### src/sv/hbwd_pkg.sv
// hbwd_pkg: shared types and constants of the heartbeat watchdog
// covers the event encoding, register map, reset values and the structs passed between modules
// no dependencies

package hbwd_pkg;

    localparam int TS_W    = 32;
    localparam int CH_W    = 3;
    localparam int CAUSE_W = 3;
    localparam int SEC_W   = 16;
    localparam int APB_AW  = 4;
    localparam int APB_DW  = 32;

    // event codes carried in tuser
    typedef enum logic [1:0] {
        FUNC_START      = 2'd0,
        FUNC_FEED       = 2'd1,
        FUNC_MARK       = 2'd2,
        FUNC_SET_ACTIVE = 2'd3
    } t_func;

    // register index, byte address / 4
    typedef enum logic [1:0] {
        REG_SW_SEC   = 2'd0,
        REG_MODEM_MS = 2'd1,
        REG_COMM_MS  = 2'd2,
        REG_OTA_MS   = 2'd3
    } t_reg;

    localparam logic [CAUSE_W-1:0] CAUSE_NONE    = 3'd0;
    localparam logic [CAUSE_W-1:0] CAUSE_FEED    = 3'd1;
    localparam logic [CAUSE_W-1:0] CAUSE_CH_BASE = 3'd2;

    // channels with special handling
    localparam int CH_MODEM = 0;
    localparam int CH_MQTT  = 2;
    localparam int CH_OTA   = 4;

    localparam logic [SEC_W-1:0] MIN_SW_SEC    = 16'd30;
    localparam logic [TS_W-1:0]  MS_PER_SEC    = 32'd1000;
    localparam logic [SEC_W-1:0] RST_SW_SEC    = 16'd30;
    localparam logic [TS_W-1:0]  RST_SW_MS     = 32'd30000;
    localparam logic [TS_W-1:0]  RST_MODEM_MS  = 32'd900000;
    localparam logic [TS_W-1:0]  RST_COMM_MS   = 32'd600000;
    localparam logic [TS_W-1:0]  RST_OTA_MS    = 32'd60000;

    typedef struct packed {
        t_func             func;
        logic [CH_W-1:0]   channel;
        logic              active_flag;
        logic [TS_W-1:0]   now_ms;
    } t_item;

    typedef struct packed {
        logic               restart;
        logic [CAUSE_W-1:0] cause;
    } t_result;

    // limits as seen by the checking logic, feed limit already in ms
    typedef struct packed {
        logic [TS_W-1:0] sw_limit_ms;
        logic [TS_W-1:0] modem_ms;
        logic [TS_W-1:0] comm_ms;
        logic [TS_W-1:0] ota_ms;
    } t_limits;

endpackage

### src/sv/hbwd_cfg.sv
// hbwd_cfg: apb register bank holding the timeout settings
// depends on hbwd_pkg; the feed limit is converted to ms when written

module hbwd_cfg
    import hbwd_pkg::*;
(
    input  logic              i_clk,
    input  logic              i_rst_n,
    input  logic              psel,
    input  logic              penable,
    input  logic              pwrite,
    input  logic [APB_AW-1:0] paddr,
    input  logic [APB_DW-1:0] pwdata,
    output logic [APB_DW-1:0] prdata,
    output logic              pready,
    output t_limits           o_limits
);

    logic [SEC_W-1:0] r_sw_sec, n_sw_sec;
    logic [TS_W-1:0]  r_sw_ms, n_sw_ms;
    logic [TS_W-1:0]  r_modem_ms, n_modem_ms;
    logic [TS_W-1:0]  r_comm_ms, n_comm_ms;
    logic [TS_W-1:0]  r_ota_ms, n_ota_ms;
    logic [SEC_W-1:0] w_sec_clamped;
    logic             w_wr;
    t_reg             w_reg;

    assign pready        = 1'b1;
    assign w_wr          = psel & penable & pwrite;
    assign w_reg         = t_reg'(paddr[3:2]);
    assign w_sec_clamped = (pwdata[SEC_W-1:0] < MIN_SW_SEC) ? MIN_SW_SEC : pwdata[SEC_W-1:0];

    always_comb begin
        n_sw_sec   = r_sw_sec;
        n_sw_ms    = r_sw_ms;
        n_modem_ms = r_modem_ms;
        n_comm_ms  = r_comm_ms;
        n_ota_ms   = r_ota_ms;
        if (w_wr) begin
            unique case (w_reg)
                REG_SW_SEC: begin
                    n_sw_sec = w_sec_clamped;
                    n_sw_ms  = TS_W'({16'd0, w_sec_clamped} * MS_PER_SEC);
                end
                REG_MODEM_MS: n_modem_ms = pwdata;
                REG_COMM_MS:  n_comm_ms  = pwdata;
                REG_OTA_MS:   n_ota_ms   = pwdata;
                default: ;
            endcase
        end
    end

    always_ff @(posedge i_clk) begin
        if (!i_rst_n) begin
            r_sw_sec   <= RST_SW_SEC;
            r_sw_ms    <= RST_SW_MS;
            r_modem_ms <= RST_MODEM_MS;
            r_comm_ms  <= RST_COMM_MS;
            r_ota_ms   <= RST_OTA_MS;
        end else begin
            r_sw_sec   <= n_sw_sec;
            r_sw_ms    <= n_sw_ms;
            r_modem_ms <= n_modem_ms;
            r_comm_ms  <= n_comm_ms;
            r_ota_ms   <= n_ota_ms;
        end
    end

    always_comb begin
        unique case (w_reg)
            REG_SW_SEC:   prdata = {16'd0, r_sw_sec};
            REG_MODEM_MS: prdata = r_modem_ms;
            REG_COMM_MS:  prdata = r_comm_ms;
            REG_OTA_MS:   prdata = r_ota_ms;
            default:      prdata = '0;
        endcase
    end

    assign o_limits.sw_limit_ms = r_sw_ms;
    assign o_limits.modem_ms    = r_modem_ms;
    assign o_limits.comm_ms     = r_comm_ms;
    assign o_limits.ota_ms      = r_ota_ms;

endmodule

### src/sv/hbwd_core.sv
// hbwd_core: watchdog state and the combinational event evaluation
// depends on hbwd_pkg; state advances only when the caller fires an event

module hbwd_core
    import hbwd_pkg::*;
#(
    parameter int CHANNELS = 5
) (
    input  logic    i_clk,
    input  logic    i_rst_n,
    input  logic    i_fire,
    input  t_item   i_item,
    input  t_limits i_limits,
    output t_result o_result
);

    logic                r_running, n_running;
    logic [TS_W-1:0]     r_last_feed, n_last_feed;
    logic [TS_W-1:0]     r_seen [CHANNELS];
    logic [TS_W-1:0]     n_seen [CHANNELS];
    logic [CHANNELS-1:0] r_active, n_active;

    logic [TS_W-1:0]     w_feed_age;
    logic                w_feed_to;
    logic [TS_W-1:0]     w_age [CHANNELS];
    logic [TS_W-1:0]     w_lim [CHANNELS];
    logic [CHANNELS-1:0] w_exp;
    logic [CHANNELS-1:0] w_sel;
    logic [CAUSE_W-1:0]  w_ch_cause;
    logic [CAUSE_W-1:0]  w_cause;

    assign w_feed_age = i_item.now_ms - r_last_feed;
    assign w_feed_to  = (r_last_feed != '0) && (w_feed_age > i_limits.sw_limit_ms);

    // per-channel age checks, all in parallel
    always_comb begin
        for (int c = 0; c < CHANNELS; c++) begin
            if (c == CH_MODEM)    w_lim[c] = i_limits.modem_ms;
            else if (c == CH_OTA) w_lim[c] = i_limits.ota_ms;
            else                  w_lim[c] = i_limits.comm_ms;
            w_age[c] = i_item.now_ms - r_seen[c];
            w_exp[c] = r_active[c] && (r_seen[c] != '0) && (w_age[c] > w_lim[c]);
            w_sel[c] = ({2'b00, i_item.channel} == 5'(c));
        end
    end

    // lowest expired channel wins
    always_comb begin
        w_ch_cause = CAUSE_NONE;
        for (int c = CHANNELS - 1; c >= 0; c--) begin
            if (w_exp[c]) w_ch_cause = CAUSE_W'(CAUSE_CH_BASE + c);
        end
    end

    always_comb begin
        n_running   = r_running;
        n_last_feed = r_last_feed;
        n_active    = r_active;
        w_cause     = CAUSE_NONE;
        for (int c = 0; c < CHANNELS; c++) n_seen[c] = r_seen[c];
        case (i_item.func)
            FUNC_START: begin
                n_running   = 1'b1;
                n_last_feed = i_item.now_ms;
            end
            FUNC_FEED: begin
                if (r_running) begin
                    if (w_feed_to) begin
                        w_cause = CAUSE_FEED;
                    end else begin
                        n_last_feed = i_item.now_ms;
                        w_cause     = w_ch_cause;
                    end
                end
            end
            FUNC_MARK: begin
                for (int c = 0; c < CHANNELS; c++) begin
                    if (w_sel[c]) begin
                        n_seen[c]   = i_item.now_ms;
                        n_active[c] = 1'b1;
                    end
                end
            end
            FUNC_SET_ACTIVE: begin
                for (int c = 0; c < CHANNELS; c++) begin
                    if (w_sel[c] && c == CH_MQTT) begin
                        n_active[c] = i_item.active_flag;
                        if (i_item.active_flag && r_seen[c] == '0) n_seen[c] = i_item.now_ms;
                    end else if (w_sel[c] && c == CH_OTA) begin
                        n_active[c] = i_item.active_flag;
                        if (i_item.active_flag) n_seen[c] = i_item.now_ms;
                    end
                end
            end
            default: ;
        endcase
    end

    always_ff @(posedge i_clk) begin
        if (!i_rst_n) begin
            r_running   <= 1'b0;
            r_last_feed <= '0;
            r_active    <= '0;
            for (int c = 0; c < CHANNELS; c++) r_seen[c] <= '0;
        end else if (i_fire) begin
            r_running   <= n_running;
            r_last_feed <= n_last_feed;
            r_active    <= n_active;
            for (int c = 0; c < CHANNELS; c++) r_seen[c] <= n_seen[c];
        end
    end

    assign o_result.restart = (w_cause != CAUSE_NONE);
    assign o_result.cause   = w_cause;

endmodule

### src/sv/multi_channel_heartbeat_watchdog_top.sv
// multi_channel_heartbeat_watchdog_top: top level of the heartbeat watchdog
// depends on hbwd_pkg, hbwd_cfg and hbwd_core
//
//  channel   | direction | handshake              | contents
//  ----------+-----------+------------------------+------------------------------------
//  event in  | slave     | i_s_tvalid/o_s_tready  | tuser: func, channel; tdata: flag, now
//  result    | master    | o_m_tvalid/i_m_tready  | tdata: restart, cause
//  config    | apb       | psel/penable/pready    | four timeout registers, 4-byte stride
//
// one event per clock while the result side does not stall; each event waits in the
// input register, where the state is read and updated, and then sits in the result
// register; the result is valid once the event has reached the result register
// the result register decouples the sides: a new event is taken while a result waits,
// and the input register only holds when the result register is full and stalled
// reset (synchronous, active low) clears the state, limits go to their defaults

module multi_channel_heartbeat_watchdog_top
    import hbwd_pkg::*;
#(
    parameter int CHANNELS = 5
) (
    input  logic              i_clk,
    input  logic              i_rst_n,
    // event stream
    input  logic              i_s_tvalid,
    output logic              o_s_tready,
    input  logic [39:0]       i_s_tdata,   // [0] active_flag, [32:1] now_ms, rest zero
    input  logic [4:0]        i_s_tuser,   // [1:0] func, [4:2] channel
    // result stream
    output logic              o_m_tvalid,
    input  logic              i_m_tready,
    output logic [7:0]        o_m_tdata,   // [0] restart, [3:1] cause, rest zero
    // configuration
    input  logic              psel,
    input  logic              penable,
    input  logic              pwrite,
    input  logic [APB_AW-1:0] paddr,
    input  logic [APB_DW-1:0] pwdata,
    output logic [APB_DW-1:0] prdata,
    output logic              pready
);

    t_limits w_limits;
    t_item   w_item_in;
    t_result w_result;

    logic    r_in_valid, n_in_valid;
    t_item   r_in;
    logic    r_out_valid, n_out_valid;
    t_result r_out;

    logic    w_fire;
    logic    w_accept;

    hbwd_cfg u_cfg (
        .i_clk    (i_clk),
        .i_rst_n  (i_rst_n),
        .psel     (psel),
        .penable  (penable),
        .pwrite   (pwrite),
        .paddr    (paddr),
        .pwdata   (pwdata),
        .prdata   (prdata),
        .pready   (pready),
        .o_limits (w_limits)
    );

    hbwd_core #(
        .CHANNELS (CHANNELS)
    ) u_core (
        .i_clk    (i_clk),
        .i_rst_n  (i_rst_n),
        .i_fire   (w_fire),
        .i_item   (r_in),
        .i_limits (w_limits),
        .o_result (w_result)
    );

    // unpack the incoming transaction
    assign w_item_in.func        = t_func'(i_s_tuser[1:0]);
    assign w_item_in.channel     = i_s_tuser[4:2];
    assign w_item_in.active_flag = i_s_tdata[0];
    assign w_item_in.now_ms      = i_s_tdata[32:1];

    // the held event is evaluated once the result register can take its answer
    assign w_fire     = r_in_valid && (!r_out_valid || i_m_tready);
    assign o_s_tready = !r_in_valid || w_fire;
    assign w_accept   = i_s_tvalid && o_s_tready;

    always_comb begin
        n_in_valid = r_in_valid;
        if (w_accept)    n_in_valid = 1'b1;
        else if (w_fire) n_in_valid = 1'b0;

        n_out_valid = r_out_valid;
        if (w_fire)          n_out_valid = 1'b1;
        else if (i_m_tready) n_out_valid = 1'b0;
    end

    always_ff @(posedge i_clk) begin
        if (!i_rst_n) begin
            r_in_valid  <= 1'b0;
            r_out_valid <= 1'b0;
        end else begin
            r_in_valid  <= n_in_valid;
            r_out_valid <= n_out_valid;
        end
    end

    // payload registers, no reset needed
    always_ff @(posedge i_clk) begin
        if (w_accept) r_in  <= w_item_in;
        if (w_fire)   r_out <= w_result;
    end

    assign o_m_tvalid = r_out_valid;
    assign o_m_tdata  = {4'b0000, r_out.cause, r_out.restart};

endmodule
### config.mk
export PLATFORM = sky130hd
export DESIGN_NAME = multi_channel_heartbeat_watchdog_top
export DESIGN_NICKNAME = d
export VERILOG_FILES = /design/src/sv/hbwd_pkg.sv /design/src/sv/hbwd_cfg.sv /design/src/sv/hbwd_core.sv /design/src/sv/multi_channel_heartbeat_watchdog_top.sv
export SDC_FILE = /design/constraint.sdc
export NUM_CORES = 1
export LEC_CHECK = 0
export ABC_CLOCK_PERIOD_IN_PS = 8550
export BUFFER_PORTS_ARGS = -buffer_cell sky130_fd_sc_hd__buf_4
export CAP_MARGIN = 0
export CORE_ASPECT_RATIO = 1.25
export CORE_MARGIN = 3
export CORE_UTILIZATION = 41
export CTS_CLUSTER_DIAMETER = 80
export DETAILED_ROUTE_END_ITERATION = 8
export PLACE_DENSITY_LB_ADDON = 0.12
export SKIP_CTS_REPAIR_TIMING = 1
export SYNTH_ARGS = -nofsm -noshare
export SYNTH_HDL_FRONTEND = slang
export SYNTH_SLANG_ARGS = --single-unit
### constraint.sdc
create_clock -name i_clk -period 8.55 [get_ports i_clk]
set_input_delay 1.71 -clock i_clk [delete_from_list [all_inputs] [get_ports i_clk]]
set_output_delay 1.71 -clock i_clk [all_outputs]
set_load 0.05 [all_outputs]
Yosys cells after proc, flatten, opt, wreduce, memory -nomap -nowiden

Memories as Yosys holds them, arrays and structs flattened.
Index checks and enable logic that the tools add are counted.

Add/sub/neg operators: 6
Multipliers: 1
$lt $le $gt $ge: 7
Equality and inequality tests: 16
Multiplexer cells: 45
Bitwise logic cells: 7
Reduce and logical (&&, ||, !) cells: 44

Operator list:

| cell                                                        | count |
|---|---|
| two-way mux 32 bit                                          | 17 |
| case mux 32 bit (2 select lines)                            | 3 |
| nonzero test 32 bit                                         | 6 |
| subtractor 32 bit                                           | 6 |
| > comparator 32 bit                                         | 5 |
| case mux 32 bit (4 select lines)                            | 1 |
| two-way mux 64 bit                                          | 1 |
| > comparator 32 x 26 -> 1 bit                               | 1 |
| zero test 32 bit                                            | 1 |
| two-way mux 3 bit                                           | 8 |
| multiplier 16 x 7 -> 23 bit, second input constant          | 1 |
| less-than comparator 16 x 5 -> 1 bit, second input constant | 1 |
| two-way mux 16 bit                                          | 1 |
| logical AND 1 bit                                           | 14 |
| two-way mux 1 bit                                           | 12 |
| AND reduction 4 bit                                         | 3 |
| != test 2 x 1 -> 1 bit, second input constant               | 5 |
| AND reduction 2 bit                                         | 5 |
| AND reduction 3 bit                                         | 3 |
| == test 2 bit, second input constant                        | 4 |
| nonzero test 2 bit                                          | 4 |
| == test 3 x 2 -> 1 bit, second input constant               | 2 |
| bitwise OR 1 bit                                            | 5 |
| == test 2 x 1 -> 1 bit, second input constant               | 2 |
| 10 further kinds                                            | 15 |

Bits in registers: 217
RAM bits: 160
Output and inout bits: 43
Memories kept: 1

Memories:

| name          | words | width | rd ports | clocked after Yosys merged registers in | wr ports | line            | RTL |
|---|---|---|---|---|---|---|---|
| u_core.r_seen | 5     | 32    | 5        | 0                                       | 5        | hbwd_core.sv:19 | `logic [TS_W-1:0] r_seen [CHANNELS];` |

Logic depth before layout (Yosys ltp)

Gate-level depths: netlist of run 1.
An unclocked memory read counts as a cell.

Depth after elaboration: 13
Mapped depth: 27

By module

From an unflattened synthesis of run 1, not the netlist that was laid out.

Cells, all modules: 3461
Area, all modules: 30971.0 sq um

Modules (own cells, without submodules):

| module                               | instances | cells each | area an instance (sq um) |
|---|---|---|---|
| hbwd_core                            | 1         | 2439       | 21032.7 |
| hbwd_cfg                             | 1         | 966        | 8539.4 |
| multi_channel_heartbeat_watchdog_top | 1         | 56         | 1398.8 |

Worst setup path after synthesis of run 1

OpenSTA, ideal clock, no wires.

Path type: in2reg
Start: in pwdata[8]
End: reg u_cfg.r_sw_ms[24]
Library setup time: 0.106 ns
Arrival: 6.615 ns
Data required time: 8.444 ns
Setup slack: 1.829 ns
Cell stages on the path: 22
Buffers on the path: 0
Cells stage by stage: inv_1 > nand4_1 > a41oi_1 > nand4_1 > nor2b_1 > fa_1 > inv_1 > fa_1 > inv_1 > fa_1 > inv_1 > fa_1 > ha_1 > a21oi_1 > o21bai_1 > a2111o_1 > nand3_1 > nand3_1 > o211ai_1 > o21ai_0 > o21a_1 > o311ai_0

Cells in the longest elaborated chain, start to end: 3

RTL lines:

| element                              | line                                       | RTL |
|---|---|---|
| start, declared                      | multi_channel_heartbeat_watchdog_top.sv:38 | `input logic [APB_DW-1:0] pwdata,` |
| less-than comparator 16 x 5 -> 1 bit | hbwd_cfg.sv:31                             | `assign w_sec_clamped = (pwdata[SEC_W-1:0] < MIN_SW_SEC) ? MIN_SW_SEC : pwdata[SEC_W-1:0];` |
| two-way mux 16 bit (*)               | hbwd_cfg.sv:31                             |  |
| multiplier 16 x 7 -> 23 bit (*)      | hbwd_cfg.sv:43                             | `n_sw_ms = TS_W'({16'd0, w_sec_clamped} * MS_PER_SEC);` |
| end signal, assigned                 | hbwd_cfg.sv:62                             | `r_sw_ms <= n_sw_ms;` |
| end, declared                        | hbwd_cfg.sv:20                             | `logic [TS_W-1:0] r_sw_ms, n_sw_ms;` |

Mark *: on every way between the ends. The rest lies on a longest branch, timed or not.
A chain may end at the register's enable or synchronous reset.

==> results of run 1 <==
cells by family after synthesis:
logic type / after synthesis / synth area share [%]
and+or+nand+nor: 916 / 14.30
AOI/OAI and AO/OA: 848 / 18.09
buffers and inverters: 522 / 6.688
adders and majority gates: 482 / 21.53
DFF: 375 / 31.70
xor gates and xnor gates: 182 / 5.302
muxes: 51 / 2.364
other: 2 / 0.02498
worst max-delay path: cells and delay by family, from the launching register on:
kind                     cells  cell delay, ns
flip-flops                   1            1.05
AND/OR/NAND/NOR              7            1.53
AO/OA/AOI/OAI               12            3.80
adder cells (fa/ha/maj)      2            0.67
XOR/XNOR                     1            0.15
per-stage QoR:
step / hold slack [ns] / worst slack [ns] / instance area, um2 / power, W / utilization [%]
after floorplan: 0.4304 / 1.829 / 30070 / 0.003749 / -
after global placement: 0.4398 / 0.8548 / 32040 / 0.004298 / 44.26
after detailed placement: 0.4482 / 0.7924 / 32040 / 0.004355 / 44.26
after CTS: 0.4566 / 1.077 / 33570 / 0.006354 / 46.37
after global routing: 0.4724 / 0.5134 / 33570 / 0.006702 / 46.37
final: 0.4540 / 1.083 / 33570 / 0.006312 / 46.37
worst paths after layout:
path	slack, ns	cells past startpoint	endpoint
max	1.08	22	o_m_tdata[2]$_DFFE_PP_
min	0.45	2	u_cfg.r_comm_ms[30]$_SDFFE_PN0P_
max reg2reg	1.08	22	o_m_tdata[2]$_DFFE_PP_
min reg2reg	0.45	2	u_cfg.r_comm_ms[30]$_SDFFE_PN0P_
layout by cell type, fill, tap and decap left out, types with 52 or more instances in the layout:
master and n:
fa_1 59, xnor2_1 120, inv_1 432, dfxtp_1 173, ha_1 423, edfxtp_1 202, o211ai_1 52, xor2_1 62
nor2_1 135, nand2_1 406, buf_4 151, nor4_1 52, a21o_1 145, nand4_1 59, o21ai_0 120, a21oi_1 304
metal layers:
metal  wire [um]  share of wire, %  global-route usage [%]
met1       41510                42                   31.14
met2       49340                49                   46.14
met3        4021               4.0                   2.566
met4        4908               4.9                   11.38
met5           0                 0                       0
state kept, by name, summed over array words and instances (netlist names):
register,count
u_cfg.r_sw_ms,21
r_in_valid,1
u_cfg.r_modem_ms,32
r_in,38
o_m_tdata,4
u_core.r_seen,160
u_cfg.r_sw_sec,16
u_core.r_active,5
u_cfg.r_comm_ms,32
u_core.r_last_feed,32
u_cfg.r_ota_ms,32
u_core.r_running,1
o_m_tvalid,1
final cells by class:
| cell class | instances | area [um2] |
|---|---|---|
| fill | 7091 | 38820 |
| multi-input combinational | 2484 | 18560 |
| sequential | 375 | 9529 |
| inverter | 433 | 1627 |
| clock buffer | 56 | 1284 |
| tap | 952 | 1191 |
| timing repair buffer | 151 | 1134 |
| clock inverter | 28 | 242.7 |
| antenna | 1 | 2.502 |
power by group through the flow:
stage,registers (W),logic (W),clock network [W]
after detailed placement,0.00210,0.00226,0
after global placement,0.00210,0.00220,0
final,0.00206,0.00226,0.00199
after floorplan,0.00205,0.00170,0
after CTS,0.00206,0.00227,0.00202
after global routing,0.00206,0.00255,0.00209
==> results.md, run 1 <==
* Internal power at 0.004080 W
* Post-route ant nets at 0
* IR Drop Worst-Case VDD at 0.0001876 V
* Syn. warnings at 0
* Post-layout min period at 7.467 ns
* CP max stage delay at around 1.1 ns
* Slew HR at 29.15%
* Hold Vio Cnt, Final at 0
* Crit path max-delay cell type: edfxtp_1
* Hold Path Class: reg2reg
* Synth top area share at 20.18%
* Worst r2r src: r_in[1]$_DFFE_PP_
* Max Buffers Root-to-Sink at 3
* Largest cells by area after synthesis: edfxtp_1, ha_1, dfxtp_1
* DR iter-0 viols at between 1500 and 2000
* Top cells by instance count after synthesis: inv_1, ha_1, nand2_1, a21oi_1, edfxtp_1
* Area delta synth->final at 11.67%
* Final setup vio count at 0
* All-Layer GR Usage at 25.73%
* Sinks on Clock Net at 375
* Crit end category: register
* CP Launch Point: r_in[1]$_DFFE_PP_
* Max Transition Viols Final at 0
* Initial antenna violation count at 1
* Clock Skews at 0.02277 ns
* Leak pwr at about 14 nW
* First-pass GRT wire length at around 150000 um
* Final wirelength at 99780 um
* Crit path kind: reg2reg
* I/O pin count at between 100 and 150
* Crit share post-route at approximately 87%
* Pre-Repair DR Iteration Count at 5
* Status: finished clean
* GPL Wtd Cong at 0.9637
* Most frequent cell after synthesis: inv_1
* Placed cells at 4395
* Ys async rst share at 0%
* Wire per inst at 22.27 um
* Clock-pin slew on the worst setup and hold paths at 0.06 ns
* Via density at 5.597
* Arrival @ worst endpoint at 7.82 ns
* Max-Cap Viols at 0
* Number of synthesized flops with an enable pin at approximately 200
* CTS tree: done
* Worst hold start: u_cfg.r_comm_ms[30]$_SDFFE_PN0P_
* Mapped cell area at 30060 um2
* Vias in the first global route at 25880
* IO Port Bufs at 116
* Chip Width at 248.2 um
* Initial Util at about two fifths
* Worst path cell trace: ha_1, nor2b_1, o2111ai_1, a31oi_1, o21ai_0, a21oi_1, o21ai_0, a211oi_1, o31ai_1, a21oi_1, a211o_1, xor2_1, ha_1, nand2_1, nor3_1, nand3_1, or3_1, nor3_1, a21oi_1, a221oi_1, nor2b_1, a211oi_1
* Most used cell, CP: a21oi_1
* Register area share after synthesis at 31.70%
* HPWL after detailed placement at 80150 um
* Crit Path Max Fanout at 13
* Largest net degree at the start of global routing at 76
* Ratio of cells with drive above 1 in the final layout at 7.570%
* CP Launch Type: register
* Switch share at roughly 35%
* Worst skew pair latency at approximately 0.59 ns
* Post-Synthesis Cells at 3378
* Comb pwr share at 35.9%
* Rows at 110
* Cell variety after synth at 73
* Data required, critical path at between 8 and 9 ns
* Cell taking the most area after synthesis: edfxtp_1
* Net switching power at 0.002233 W
* Number of synthesized register bits at ~380
* Synth Area per Inst at 8.900 um2
* DRC viols at 0
* Die Area at 76630 um2
* Main synth FF type: edfxtp_1
* Num CTS Buffers at 46
* Layout Nets at ~4000
* Core area at 72390 um2
* Clk root buf: clkbuf_16
* Max Fclk at 133.9 MHz
* Worst-margin pin slew at 1.063 ns
* Unrepaired setup endpoints after global routing: no
* Routed via count at 25080
* Reg power frac at 32.6%
* Total grt overflow at 0
* Clk pwr share at a little under a third
* Power Dens Cells at 188.0 nW/um2
* Setup TNS at 0 ns
* Die height at ~300 um
* H-tree depth at 2
* Post-Layout Cell Count at 4480
Note: power is estimated with default switching activity, not from simulation.
==> run 2, diff against run 1 <==
- REMOVE_ABC_BUFFERS: unset -> 1
==> run 2 against run 1 <==
Net effect:
- total power up 1.0%
- sequential cell count unchanged
- largest cell class unchanged
- combinational power about the same
- critical path type unchanged
- non-clock buffer count down 2
- via count down 0.31%
- sequential power about the same
- die area unchanged
==> results.md, run 2 (same netlist as run 1, synthesis figures left out) <==
* Sinks on Clock Net at 375
* Leak pwr at 14.44 nW
* Chip Width at approximately 250 um
* Num CTS Buffers at 45
* Max reg flops at 160
* Worst-margin pin slew at 1.010 ns
* Slew HR at 32.64%
* Max Transition Viols Final at 0
* Hold Path Class: reg2reg
* CTS tree: done
* Via density at 5.584
* Crit end category: register
* Worst reg-to-reg setup slack at 0.95 ns
* Initial antenna violation count at 0
* Worst skew pair latency at 0.62 ns
* DR iter-0 viols at 1430
* Max Fclk at 131.6 MHz
* Data required, critical path at approximately 9.1 ns
* HPWL after detailed placement at 79090 um
* Core area at 72390 um2
* Final wirelength at 97560 um
* Unrepaired setup endpoints after global routing: no
* Layout Nets at 4058
* Initial Util at 41.53%
* Clock Skews at 0.03914 ns
* IO Port Bufs at 116
* Finished Cell Area at 33570 um2
* Routed via count at about 25000
* Clk root buf: clkbuf_16
* Area delta synth->final at 11.67%
* Vias in the first global route at between 20000 and 30000
* CP Launch Type: register
* First-pass GRT wire length at ~150000 um
* Pwr Total at 0.006377 W
* Hold Vio Cnt, Final at 0
* FF+latch area at 9529 um2
* Most common cell after layout, fill and taps aside: inv_1
* Multi-input logic area at between 15000 and 20000 um2
* Die Area at 76630 um2
* Setup TNS at 0 ns
* Ratio of cells with drive above 1 in the final layout at between 7 and 8%
* Largest net degree at the start of global routing at between 60 and 70
* Ant. Diodes at 0
* Max Buffers Root-to-Sink at 3
* GPL Wtd Cong at 0.9058
* Crit share post-route at between 80% and 90%
* Pre-Repair DR Iteration Count at 7
* Final core utilization at ~46%
* Worst hold slack at 0.4567 ns
* Crit Path Max Fanout at 32
* Arrival @ worst endpoint at about 8 ns
* Most frequent cells in the layout: inv_1, ha_1, nand2_1
* Final setup vio count at 0
* Crit path kind: reg2reg
* Post-layout min period at around 7.6 ns
* Post-route ant nets at 0
* Placed Area at 32030 um2
* Clock-pin slew on the worst setup and hold paths at approximately 0.060 ns
* Fillers at slightly above 7000
* Power Dens Cells at 190.0 nW/um2
* Largest registers: u_core.r_seen (160), r_in (38)
* Wire per inst at 21.79 um
* Rows at 110
* All-Layer GR Usage at 25.39%
* Status: finished clean
* IR Drop Worst-Case VDD at 0.0001407 V
* Total grt overflow at 0
* Die height at 308.7 um
* H-tree depth at 2
* Max-Cap Viols at 0
* I/O pin count at ~130
* Reg with most FFs: u_core.r_seen
* DRC viols at 0
run 2: worst max-delay path, cell delays in order, from the launching register on:
cell and delay, ns:
edfxtp_1 0.83, inv_1 0.19, fa_1 0.50, nor2b_1 0.13, o21ai_1 0.08, a21o_1 0.22
a211oi_1 0.48, o211ai_1 0.34, a21o_1 0.27, a211o_1 0.34, nand2_1 0.10, xor2_1 0.24
ha_1 0.29, and3_1 0.15, nand3_1 0.11, a21oi_1 0.05, a2111oi_0 0.65, o211ai_1 0.21
a21o_1 0.27, a211o_1 0.31, a2111oi_4 0.40, a311oi_1 0.20, a2111oi_4 0.29, buf_4 0.54
mux2i_1 0.27
run 2: path summary, 6_finish.rpt:
kind / end / startpoint / cells after the start
min: u_cfg.r_comm_ms[30]$_SDFFE_PN0P_ / u_cfg.r_comm_ms[30]$_SDFFE_PN0P_ / 2
max: u_core.r_last_feed[11]$_SDFFE_PN0P_ / r_in[1]$_DFFE_PP_ / 24
max reg2reg: u_core.r_last_feed[11]$_SDFFE_PN0P_ / r_in[1]$_DFFE_PP_ / 24
min reg2reg: u_cfg.r_comm_ms[30]$_SDFFE_PN0P_ / u_cfg.r_comm_ms[30]$_SDFFE_PN0P_ / 2
run 2: cell type report:
type                    instances  share of cell area, %
flip-flops and latches        375                  28.39
clock inverters                22                 0.8163
clock buffers                  62                  3.764
well taps                     952                  3.548
repair buffers                149                  3.332
inverters                     433                  4.845
multi-input cells            2484                  55.31
run 2: power by group:
part           total [W]  switching [W]  internal, W
sequential       0.00204      0.0000725      0.00197
combinational    0.00229        0.00133     0.000966
clock            0.00204       0.000824      0.00122
total            0.00638        0.00222      0.00415
run 2: layer usage:
| metal | GRT usage [%] | vias to the layer above | share of wire, % | routed length [um] |
|---|---|---|---|---|
| li1 | - | 12130 | - | - |
| met1 | 31.64 | 12110 | 43 | 41680 |
| met2 | 45.03 | 608 | 49 | 47660 |
| met3 | 2.714 | 152 | 4.2 | 4083 |
| met4 | 9.746 | 0 | 4.2 | 4133 |
| met5 | 0 | - | 0 | 0 |
run 2: metrics by stage:
stage | std cells | setup WS (ns)
finish | 4477 | 0.9534
detailed placement | 4393 | 0.3525
global route | 4477 | 0.5097
floorplan | 3292 | 1.793
CTS | 4477 | 0.8727
global placement | 4393 | 0.4080
